[config.mk]
export PLATFORM = sky130hd
export DESIGN_NAME = gsa_ctrl
export DESIGN_NICKNAME = d
export VERILOG_FILES = /design/src/design/gsa_pkg.sv /design/src/design/gsa_ctrl.sv
export SDC_FILE = /design/constraint.sdc
export NUM_CORES = 1
export LEC_CHECK = 0
export BUFFER_PORTS_ARGS = -buffer_cell sky130_fd_sc_hd__buf_2
export CORE_AREA = 2 2 39 41
export CTS_BUF_LIST = sky130_fd_sc_hd__clkbuf_8 sky130_fd_sc_hd__clkbuf_16
export CTS_CLUSTER_SIZE = 28
export DETAILED_ROUTE_END_ITERATION = 6
export DIE_AREA = 0 0 41 43
export PLACE_DENSITY_LB_ADDON = 0.3
export SYNTH_ARGS = -nofsm -noshare
export SYNTH_HDL_FRONTEND = slang
export SYNTH_SLANG_ARGS = --single-unit
[constraint.sdc]
create_clock -name i_clk -period 2.55 [get_ports i_clk]
set_clock_uncertainty 0.2 [all_clocks]
set_input_delay 0.6375 -clock i_clk [delete_from_list [all_inputs] [get_ports i_clk]]
set_output_delay 0.6375 -clock i_clk [all_outputs]
set_load 0.03 [all_outputs]
[src/design/gsa_pkg.sv]
// Package for the generational slot allocator: defaults, codes and shared types.
package gsa_pkg;

    localparam int SLOTS_DEF = 512;
    localparam int KINDS_DEF = 4;

    localparam logic [31:0] GEN_INIT = 32'd1;

    localparam logic [1:0] ST_EMPTY = 2'd0;
    localparam logic [1:0] ST_READY = 2'd2;

    typedef enum logic [1:0] {
        OP_CREATE  = 2'd0,
        OP_DESTROY = 2'd1,
        OP_QUERY   = 2'd2,
        OP_CLEAR   = 2'd3
    } t_op;

    typedef enum logic [2:0] {
        CODE_OK     = 3'd0,
        CODE_FULL   = 3'd1,
        CODE_KIND   = 3'd2,
        CODE_INIT   = 3'd3,
        CODE_HANDLE = 3'd4
    } t_code;

    typedef enum logic [1:0] {
        S_SWEEP = 2'd0,
        S_IDLE  = 2'd1,
        S_SLOT  = 2'd2,
        S_EXEC  = 2'd3
    } t_state;

    typedef struct packed {
        logic accept;
        logic slot_rd;
        logic exec;
        logic sweep;
        logic wipe_kind;
        logic report;
    } t_cmd;

    typedef struct packed {
        logic sweep_last;
    } t_stat;

endpackage

[src/design/gsa_ctrl.sv]
// Controller state machine of the generational slot allocator.
module gsa_ctrl (
    input  logic          i_clk,
    input  logic          i_rst_n,
    input  logic          i_start,
    input  logic [1:0]    i_operation,
    input  gsa_pkg::t_stat i_stat,
    output gsa_pkg::t_cmd o_cmd,
    output logic          o_busy
);

    gsa_pkg::t_state r_state, n_state;
    logic            r_wipe, n_wipe;
    logic            r_report, n_report;

    always_ff @(posedge i_clk) begin
        if (!i_rst_n) begin
            r_state  <= gsa_pkg::S_SWEEP;
            r_wipe   <= 1'b1;
            r_report <= 1'b0;
        end else begin
            r_state  <= n_state;
            r_wipe   <= n_wipe;
            r_report <= n_report;
        end
    end

    always_comb begin
        n_state  = r_state;
        n_wipe   = r_wipe;
        n_report = r_report;
        o_cmd    = '0;
        o_busy   = 1'b1;
        unique case (r_state)
            gsa_pkg::S_SWEEP: begin
                o_cmd.sweep     = 1'b1;
                o_cmd.wipe_kind = r_wipe;
                o_cmd.report    = r_report;
                if (i_stat.sweep_last) begin
                    n_state = gsa_pkg::S_IDLE;
                end
            end
            gsa_pkg::S_IDLE: begin
                o_busy = 1'b0;
                if (i_start) begin
                    o_cmd.accept = 1'b1;
                    unique case (gsa_pkg::t_op'(i_operation)) inside
                        gsa_pkg::OP_CREATE: begin
                            n_state = gsa_pkg::S_SLOT;
                        end
                        gsa_pkg::OP_DESTROY, gsa_pkg::OP_QUERY: begin
                            n_state = gsa_pkg::S_EXEC;
                        end
                        default: begin
                            n_state  = gsa_pkg::S_SWEEP;
                            n_wipe   = 1'b0;
                            n_report = 1'b1;
                        end
                    endcase
                end
            end
            gsa_pkg::S_SLOT: begin
                o_cmd.slot_rd = 1'b1;
                n_state       = gsa_pkg::S_EXEC;
            end
            gsa_pkg::S_EXEC: begin
                o_cmd.exec = 1'b1;
                n_state    = gsa_pkg::S_IDLE;
            end
            default: begin
                n_state = gsa_pkg::S_IDLE;
            end
        endcase
    end

`ifndef ASSERT_OFF
    a_exec_once: assert property (@(posedge i_clk) disable iff (!i_rst_n)
        (r_state == gsa_pkg::S_EXEC) |=> (r_state == gsa_pkg::S_IDLE))
        else $error("execute state did not return to idle");
    a_slot_exec: assert property (@(posedge i_clk) disable iff (!i_rst_n)
        (r_state == gsa_pkg::S_SLOT) |=> (r_state == gsa_pkg::S_EXEC))
        else $error("slot read not followed by execute");
    a_clear_sweep: assert property (@(posedge i_clk) disable iff (!i_rst_n)
        (o_cmd.accept && i_operation == gsa_pkg::OP_CLEAR) |=>
        (r_state == gsa_pkg::S_SWEEP && r_report && !r_wipe))
        else $error("clear did not start a reporting sweep");
`endif

endmodule

# --- After elaboration in Yosys (flattened, before gate mapping) ---
# Index checks and enable logic that the tools add are counted.
totals:
  ff_bits: 4
  in_bits: 6
  output_inout_bits: 7
  elab_cells: 27
classes:
  eq_ne: 7
  muxes: 10
  bitwise: 1
  n_reduce_logical: 6
ops:
  columns: ["op", "count"]
  rows:
  - ["$pmux W2 S4", 1]
  - ["$eq A2 B2 Y1 const B", 3]
  - ["$mux W1", 5]
  - ["$eq A2 B1 Y1 const B", 2]
  - ["$logic_not A2 Y1", 2]
  - ["$mux W2", 2]
  - ["$ne A2 B2 Y1 const B", 2]
  - ["$pmux W2 S2", 1]
  - ["$mux W3", 1]
  - ["$reduce_and A3 Y1", 1]
  - ["$reduce_or A3 Y1", 1]
  - ["$reduce_and A2 Y1", 1]
  - ["$reduce_or A2 Y1", 1]
  - ["$not A1 Y1", 1]

# --- Depth between registers and ports, before layout ---
# Gate-level depths: netlist of run 1.
depth:
  ltp_word: 5
  mapped_depth: 5
  ltp_nobuf: 5

# --- Least setup slack after synthesis of run 1 ---
# Ideal clock, no wire load.
synth_path:
  path_kind: "register -> output"
  from: "register r_state[0]"
  to: "output o_cmd[0] in the netlist's numbering"
  arrival_time_ns: 1.148
  required_time_ns: 1.712
  slack_ns: 0.565
  stages_incl_launch_ff: 4
  path_buffers: 0
  cell_sequence: "dfxtp_1 -> inv_1 -> ha_1 -> and2_1"
synth_lines:
  columns: ["element", "line_no", "source"]
  rows:
  - ["from (decl)", "gsa_ctrl.sv:12", "gsa_pkg::t_state r_state, n_state;"]
  - ["from (signal assigned)", "gsa_ctrl.sv:18", "r_state <= gsa_pkg::S_SWEEP;"]
  - ["from (signal assigned)", "gsa_ctrl.sv:22", "r_state <= n_state;"]
  - ["to (decl)", "gsa_ctrl.sv:8", "output gsa_pkg::t_cmd o_cmd,"]

==> qor.yml, run 1 <==
run_status: "finished clean"
dieWidth_um: 41
r2r-start: "r_state[0]$_SDFFE_PN0P_"
arrival_ns: 1.27
syn_area_um2: 343
rows: 14
ant_nets: 0
clockPowerShare_pct: 39.1
start_util_pct: 24.8
globalplace.congestion: 0.697
multi_input_area_um2: 244
setup_violations: 0
worstRegToRegCells: 5
final_cell_mix: "buf_2, ha_1, inv_1"
whs_path_depth: 2
fillers: 145
cts-htree-levels: 1
first_iter_violations: 2
sw_frac_of_total_pct: 33.6
wl_um: 617
critPathRequiredTime_ns: 1.71
avgSynthCellArea_um2: 9.52
antenna_cells: 0
rr_endpoint: "r_state[0]$_SDFFE_PN0P_"
mappedNetlistNets: 50
cp_max_fo: 5
holdPathEnd: "r_wipe$_SDFFE_PN1P_"
tritoncts: "yes"
grt_antenna_before_repair: 0
avgRoutedWirePerCell_um: 9.21
grt_pass1_wl_um: 979
nets: 67
final_hold_viol_count: 0
post_cts_buffers: 0
grt-ovfl-total: 0
drv_slew: 0
post-route-period-util_pct: 82.6
cts.sinks: 4
path_clk_slew_ns: 0.03
synthesis.instances: 36
grt_max_degree: 6
cts_resized: 0
die_h_um: 43
critPathCaptureType: "output pin"
r2r_slack_ns: 0.98
seqPwrFrac_pct: 23.1
viasPerCell: 3.99
regArea_um2: 80.1
internal_power_mw: 0.216
min-delay-start: "r_wipe$_SDFFE_PN1P_"
via_count: 267
final_common_cell: "buf_2"
slew_headroom_pct: 81.6
clkLatencyLatePin_ns: 0.21
power_density_nw_per_um2: 702
power_leakage_nw: 0.225
cts_hold_buf: 0
comb_power_share_pct: 37.8
area_growth_pct: 35.4
drv_cap: 0
cts-buffers-inserted: 3
rsz0062_at_grt: "false"
irDropWorstVdd_mv: 0.303
root_buffer: "clkbuf_8"
switching_power_mw: 0.109
dieArea_um2: 1760
tns_ns: 0
gr-usage-all-layers_pct: 8.43
period_needed_ns: 2.11
io_pins: 13
crit_type: "flip-flop to output pin"
clock_path_buffers: 2
final_layout_size_suffix_gt1_share_pct: 35.3
io_buffers: 12
fmax_ghz: 0.475
grt_pass1_vias: 265
worstHoldPathType: "flip-flop to flip-flop"
ys_warn_count: 0
seq_area_frac_synth_pct: 23.4
tightest_slew_ns: 0.276
synth_cell_types: 15
synth_seq_cells: 4
first_pass_iters: 2
hpwl_um: 533
drc: 0
start_kind: "flip-flop"
core_um2: 1380
power.total_mw: 0.326
-- through the flow --
stage          cell area, um2  hold slack (ns)  util (%)  cells  setup slack [ns]
4_1_cts                   464            0.241      33.5     67             0.436
6_report                  464            0.239      33.5     67             0.444
3_3_place_gp              423            0.231      30.6     64             0.645
3_5_place_dp              423            0.235      30.6     64             0.641
5_1_grt                   464            0.269      33.5     67             0.372
2_1_floorplan             343            0.214         -     36             0.565
-- sequential cells by signal, indices dropped and copies added (netlist names) --
signal    flops
r_wipe        1
r_state       2
r_report      1
-- layer usage --
metal	wire, um	GRT usage [%]	part of all wire (%)	vias to the layer above
met4	0	6.00	0	0
met3	34	3.14	5.5	0
met5	0	0	0	-
met2	309	12.8	50	6
li1	-	-	-	148
met1	273	9.00	44	113
-- synthesized netlist by cell type --
library cell / instances / area [um2]
a2111oi_4: 1 / 27.5
a21oi_1: 3 / 15.0
and2_1: 3 / 18.8
dfxtp_1: 4 / 80.1
ha_1: 8 / 100
inv_1: 5 / 18.8
nand2_1: 2 / 7.51
nand2b_1: 2 / 12.5
nand3_1: 1 / 5.00
nor2b_1: 2 / 12.5
nor2b_4: 1 / 13.8
nor3_2: 1 / 10.0
o2111ai_1: 1 / 8.76
o21ai_0: 1 / 5.00
or2b_1: 1 / 7.51
-- critical path, cell delays in order (launching register included) --
cell,delay [ns]
dfxtp_1,0.39
inv_1,0.10
ha_1,0.24
and2_1,0.16
buf_2,0.17
-- worst max path at each step --
stage	from	end	slack (ns)	depth (start not counted)
3_3_place_gp	i_start	o_cmd[5]	0.64	3
3_5_place_dp	i_start	o_cmd[5]	0.64	3
6_report	r_state[0]$_SDFFE_PN0P_	o_cmd[0]	0.44	4
4_1_cts	r_state[0]$_SDFFE_PN0P_	o_cmd[0]	0.44	4
2_1_floorplan	r_state[0]$_SDFFE_PN0P_	o_cmd[0]	0.56	3
5_1_grt	r_state[0]$_SDFFE_PN0P_	o_cmd[1]	0.37	4
-- cells by family after synthesis --
logic type	Yosys count	synth area share, %
AOI/OAI and AO/OA	6	16.4
and+or+nand+nor	13	25.5
buffers and inverters	5	5.48
adders and majority gates	8	29.2
DFF	4	23.4
-- power by group through the flow --
stage / clock network [mW] / registers [mW] / logic (mW)
5_1_grt: 0.135 / 0.0755 / 0.139
4_1_cts: 0.132 / 0.0751 / 0.126
2_1_floorplan: 0 / 0.0746 / 0.0982
3_5_place_dp: 0 / 0.0760 / 0.126
6_report: 0.128 / 0.0752 / 0.123
3_3_place_gp: 0 / 0.0756 / 0.125
-- layout make-up --
cell class / instances / area share (%)
Clock buffer: 3 / 8.89
Inverter: 5 / 4.04
Tap cell: 16 / 4.31
Timing Repair Buffer: 12 / 12.9
Multi-Input combinational cell: 27 / 52.6
Sequential cell: 4 / 17.3
Power figures use the tool's default switching activity.
==> inputs of run 2 (changes only) <==
--- a/config.mk
+++ b/config.mk
@@ -5,6 +5,7 @@
 export SDC_FILE = /design/constraint.sdc
 export NUM_CORES = 1
 export LEC_CHECK = 0
+export ABC_AREA = 1
 export BUFFER_PORTS_ARGS = -buffer_cell sky130_fd_sc_hd__buf_2
 export CORE_AREA = 2 2 39 41
 export CTS_BUF_LIST = sky130_fd_sc_hd__clkbuf_8 sky130_fd_sc_hd__clkbuf_16
==> constraint.sdc (replaced) <==
create_clock -name i_clk -period 2 [get_ports i_clk]
set_clock_uncertainty 0.2 [all_clocks]
set_input_delay 0.5 -clock i_clk [delete_from_list [all_inputs] [get_ports i_clk]]
set_output_delay 0.5 -clock i_clk [all_outputs]
set_load 0.03 [all_outputs]
==> run 2 against run 1 <==
  * Hold slack better by 0.0057 ns
  * Critical path type unchanged
  * Critical endpoint unchanged
  * Largest power group unchanged
  * Final cell count rose by 12%
  * Cell area down 4.0%
==> qor.yml, run 2 <==
mappedNetlistNets: 58
clkLatencyLatePin_ns: 0.22
irDropWorstVdd_mv: 0.299
critPathRequiredTime_ns: 1.30
tightest_slew_ns: 0.157
final_hold_viol_count: 0
start_kind: "flip-flop"
rsz0062_at_grt: "false"
hpwl_um: 490
synthesis.instances: 44
top_register: "r_state"
avgRoutedWirePerCell_um: 8.12
rr_endpoint: "r_state[1]$_SDFFE_PN0P_"
largest_register_ffs: 2
cts.sinks: 4
r2r-start: "r_state[0]$_SDFFE_PN0P_"
critPathLaunch: "r_state[0]$_SDFFE_PN0P_"
drv_slew: 0
rows: 14
run_status: "finished clean"
tritoncts: "yes"
path_clk_slew_ns: 0.03
reg.largest.list: "r_state x2, r_report x1, r_wipe x1"
synth_cell_types: 10
core_um2: 1380
gr-usage-all-layers_pct: 8.32
ys.flop_type: "dfxtp_1"
cp-endpoint: "o_cmd[0]"
drc: 0
post-route-period-util_pct: 94.1
power_leakage_nw: 0.268
dieArea_um2: 1760
grt_pass1_wl_um: 966
globalplace.congestion: 0.680
area_growth_pct: 38.5
ys_warn_count: 0
power.total_mw: 0.408
viasPerCell: 3.76
antenna_cells: 0
slew_headroom_pct: 89.5
worstRegToRegCells: 6
r2r_slack_ns: 0.63
critPathCaptureType: "output pin"
tns_ns: 0
die_h_um: 43
yosysMostFrequentCell: "inv_1"
ant_nets: 0
dieWidth_um: 41
cp_max_fo: 4
power_density_nw_per_um2: 917
period_needed_ns: 1.88
grt_pass1_vias: 268
seq_area_frac_synth_pct: 24.9
cts-buffers-inserted: 3
clock_path_buffers: 2
final_layout_size_suffix_gt1_share_pct: 35.6
preCtsSetupSlack_ns: 0.259
drv_cap: 0
avgSynthCellArea_um2: 7.31
grt_antenna_before_repair: 0
fmax_ghz: 0.531
worstHoldPathType: "flip-flop to flip-flop"
wl_um: 609
first_iter_violations: 0
final_cell_mix: "buf_2, inv_1, nand2_1"
syn_area_um2: 322
nets: 75
async_reset_ff_share_pct: 0
final_common_cell: "buf_2"
setup_violations: 0
crit_type: "flip-flop to output pin"
stdcell_count: 75
synth_top_area_share_pct: 31.1
root_buffer: "clkbuf_8"
arrival_ns: 1.18
synth_top_area_cell: "ha_1"
synth_edf_count: 0
synthTopCellsByCount: "inv_1, ha_1, nand2_1, a21oi_1, dfxtp_1"
cts_hold_buf: 0
dp_cells: 72
min-delay-start: "r_wipe$_SDFFE_PN1P_"
utilization_pct: 32.2
io_buffers: 12
first_pass_iters: 1
cts-htree-levels: 1
setup_slack_ns: 0.117
post_cts_buffers: 0
start_util_pct: 23.2
grt_max_degree: 5
via_count: 282
synth_seq_cells: 4
synthTopCellsByArea: "ha_1, dfxtp_1, inv_1, nand2_1, a21oi_1"
io_pins: 13
grt-ovfl-total: 0
## run 2: cell count changes after synthesis, moves of 2 or more
| cell | before | now |
|---|---|---|
| inv_1 | 5 | 12 |
| nand2_1 | 2 | 8 |
| and2_1 | 3 | 0 |
| a21oi_1 | 3 | 5 |
| nand2_2 | 0 | 2 |
| nand2b_1 | 2 | 0 |
| nor2_1 | 0 | 2 |
| nor2b_1 | 2 | 0 |
## run 2: kinds of logic (layout without fill, tap and decap cells)
group / Yosys count / count (layout) / share of synthesized area, %
AOI/OAI and AO/OA: 5 / 5 / 7.78
adders and majority gates: 8 / 8 / 31.1
buffers and inverters: 12 / 27 / 14.0
DFF: 4 / 4 / 24.9
and+or+nand+nor: 15 / 15 / 22.2
## run 2: through the flow
stage / hold WS, ns / instance area (um2)
after global placement: 0.245 / 402
after detailed placement: 0.237 / 402
after floorplan: 0.219 / 322
final: 0.244 / 445
after CTS: 0.246 / 443
after global routing: 0.285 / 445
## run 2: area by class of cell
type / instances / area (um2)
clock buffers: 3 / 41.3
fillers: 152 / 938
inverters: 12 / 45.0
multi-input cells: 28 / 199
flip-flops and latches: 4 / 80.1
well taps: 16 / 20.0
repair buffers: 12 / 60.1
## run 2: timing repair
| item | in CTS | in global routing |
|---|---|---|
| resized for setup | 0 | 2 |
| endpoints found under the setup margin | 0 | 2 |
| hold endpoints to repair | 0 | 0 |
## run 2: where the power goes
| group | switching, mW | total, mW | internal, mW |
|---|---|---|---|
| Combinational | 0.0964 | 0.145 | 0.0486 |
| Clock | 0.0407 | 0.169 | 0.128 |
| Sequential | 0.00673 | 0.0945 | 0.0877 |
## run 2: critical path: stages (launching register included)
cell     delay [ns]
dfxtp_1        0.33
inv_1          0.13
ha_2           0.23
nand2_1        0.06
inv_1          0.04
buf_2          0.18
## run 2: worst min path at each step
stage                                        to  slack (ns)  depth (start not counted)
after floorplan             r_wipe$_SDFFE_PN1P_        0.22                          2
after detailed placement    r_wipe$_SDFFE_PN1P_        0.24                          2
after CTS                 r_report$_SDFFE_PN0P_        0.25                          2
after global placement    r_report$_SDFFE_PN0P_        0.24                          2
final                       r_wipe$_SDFFE_PN1P_        0.24                          2
after global routing        r_wipe$_SDFFE_PN1P_        0.29                          2
## run 2: per-layer routing
layer	up-vias	global-route usage, %	part of all wire (%)
li1	159	-	-
met4	0	4.00	0
met2	7	10.6	48
met5	-	0	0
met3	0	4.71	3.1
met1	116	10.9	49
==> inputs of run 3 (changes only) <==
--- a/config.mk
+++ b/config.mk
@@ -5,7 +5,6 @@
 export SDC_FILE = /design/constraint.sdc
 export NUM_CORES = 1
 export LEC_CHECK = 0
-export ABC_AREA = 1
 export BUFFER_PORTS_ARGS = -buffer_cell sky130_fd_sc_hd__buf_2
 export CORE_AREA = 2 2 39 41
 export CTS_BUF_LIST = sky130_fd_sc_hd__clkbuf_8 sky130_fd_sc_hd__clkbuf_16
==> run 3 against run 2 <==
  * Sequential cell count stayed put
  * Sequential share of layout area is 0.28 points lower
  * Critical path depth is 1 lower
  * Highest routed layer is now met4
==> qor.yml, run 3 (synthesis results as in run 1) <==
run_status: "finished clean"
clockPowerShare_pct: 39.4
power.total_mw: 0.420
cp_max_fo: 5
cts_hold_buf: 0
cts.sinks: 4
hold_ws_ns: 0.247
final_cell_mix: "buf_2, ha_1, inv_1"
slew_headroom_pct: 81.8
grt_pass1_wl_um: 945
io_buffers: 12
drc: 0
cpPeakStageDelay_ns: 0.35
antenna_cells: 0
preCtsSetupSlack_ns: 0.240
clkLatencyLatePin_ns: 0.21
avgRoutedWirePerCell_um: 9.43
wl_um: 632
period_needed_ns: 1.91
start_util_pct: 24.8
core_um2: 1380
stdcell_count: 67
hpwl_um: 526
rows: 14
first_pass_iters: 4
path_cells: "inv_1, ha_1, and2_1, buf_2"
dieWidth_um: 41
sw_frac_of_total_pct: 34.0
crit_type: "flip-flop to output pin"
cts-htree-levels: 1
viasPerCell: 4.22
comb_power_share_pct: 37.5
grt_pass1_vias: 253
r2r-start: "r_state[1]$_SDFFE_PN0P_"
r2r_slack_ns: 0.48
drv_cap: 0
post_cts_buffers: 0
grt-ovfl-total: 0
worst-path-buf-inv: 2
final_hold_viol_count: 0
cp_top_family: "flip-flops"
switching_power_mw: 0.143
dp_cells: 64
critPathCaptureType: "output pin"
tns_ns: 0
dieArea_um2: 1760
clock_path_buffers: 2
reg.largest.list: "r_state x2, r_report x1, r_wipe x1"
tritoncts: "yes"
rsz0062_at_grt: "false"
arrival_ns: 1.21
area_growth_pct: 36.1
worstRegToRegCells: 5
cts_resized: 0
post-route-period-util_pct: 95.5
rr_endpoint: "r_state[0]$_SDFFE_PN0P_"
final_layout_size_suffix_gt1_share_pct: 39.2
worstHoldPathType: "flip-flop to flip-flop"
internal_power_mw: 0.278
grt_antenna_before_repair: 0
critPathRequiredTime_ns: 1.30
nets: 67
tightest_slew_ns: 0.273
die_h_um: 43
fillers: 151
drv_slew: 0
first_iter_violations: 4
setup_slack_ns: 0.0907
whs_path_depth: 2
ant_nets: 0
slowest_stage: "dfxtp_2"
start_kind: "flip-flop"
grt_max_degree: 6
path_clk_slew_ns: 0.03
cts-buffers-inserted: 3
power_density_nw_per_um2: 901
top_register: "r_state"
holdPathEnd: "r_report$_SDFFE_PN0P_"
via_count: 283
final_common_cell: "buf_2"
largest_register_ffs: 2
gr-usage-all-layers_pct: 8.44
globalplace.congestion: 0.700
fmax_ghz: 0.524
root_buffer: "clkbuf_8"
min-delay-start: "r_report$_SDFFE_PN0P_"
power_leakage_nw: 0.225
seqPwrFrac_pct: 23.2
io_pins: 13
setup_violations: 0
irDropWorstVdd_mv: 0.320
-- run 3: cell types whose count changed in the layout (fill, tap and decap cells not counted), sizes merged, moves of 2 or more --
cell	before	now
and2	0	3
a21oi	5	3
inv	12	5
nand2b	0	2
nor2b	0	3
nor2	3	0
nand2	10	2
-- run 3: metrics by stage --
stage,utilization [%],instance area (um2)
after floorplan,-,343
after global placement,30.6,423
after detailed placement,30.6,423
after CTS,33.5,464
after global routing,33.7,467
final,33.7,467
-- run 3: routing by layer --
| metal | vias to the layer above | routed length, um | GRT usage, % |
|---|---|---|---|
| met5 | - | 0 | 0 |
| met4 | 0 | 9 | 10.0 |
| met3 | 2 | 29 | 1.57 |
| met2 | 6 | 313 | 11.9 |
| met1 | 126 | 279 | 9.03 |
| li1 | 149 | - | - |
-- run 3: power by group through the flow --
stage	Combinational, mW	Clock (mW)	Sequential, mW
floorplan	0.125	0	0.0951
global placement	0.160	0	0.0964
detailed placement	0.159	0	0.0971
CTS	0.160	0.171	0.0960
global route	0.175	0.171	0.0984
finish	0.157	0.166	0.0973
-- run 3: area by class of cell --
type / instances / area [um2] / share of cell area, %
Inverter: 5 / 18.8 / 4.02
Timing Repair Buffer: 12 / 60.1 / 12.9
Sequential cell: 4 / 82.6 / 17.7
Clock buffer: 3 / 41.3 / 8.85
Multi-Input combinational cell: 27 / 244 / 52.3
Tap cell: 16 / 20.0 / 4.29
-- run 3: tightest hold or removal path, cell delays in order (launching register included) --
cell and delay, ns:
dfxtp_1 0.30, inv_1 0.05, a21oi_1 0.05
-- run 3: worst max-delay path by stage --
stage | from | end | slack (ns) | cells after the start
after CTS | r_state[0]$_SDFFE_PN0P_ | o_cmd[1] | 0.02 | 4
after detailed placement | r_state[0]$_SDFFE_PN0P_ | o_cmd[1] | 0.24 | 4
after global routing | r_state[0]$_SDFFE_PN0P_ | o_cmd[0] | 0.03 | 4
after global placement | r_state[1]$_SDFFE_PN0P_ | o_cmd[5] | 0.27 | 4
final | r_state[0]$_SDFFE_PN0P_ | o_cmd[1] | 0.09 | 4
after floorplan | r_state[0]$_SDFFE_PN0P_ | o_cmd[0] | 0.15 | 3
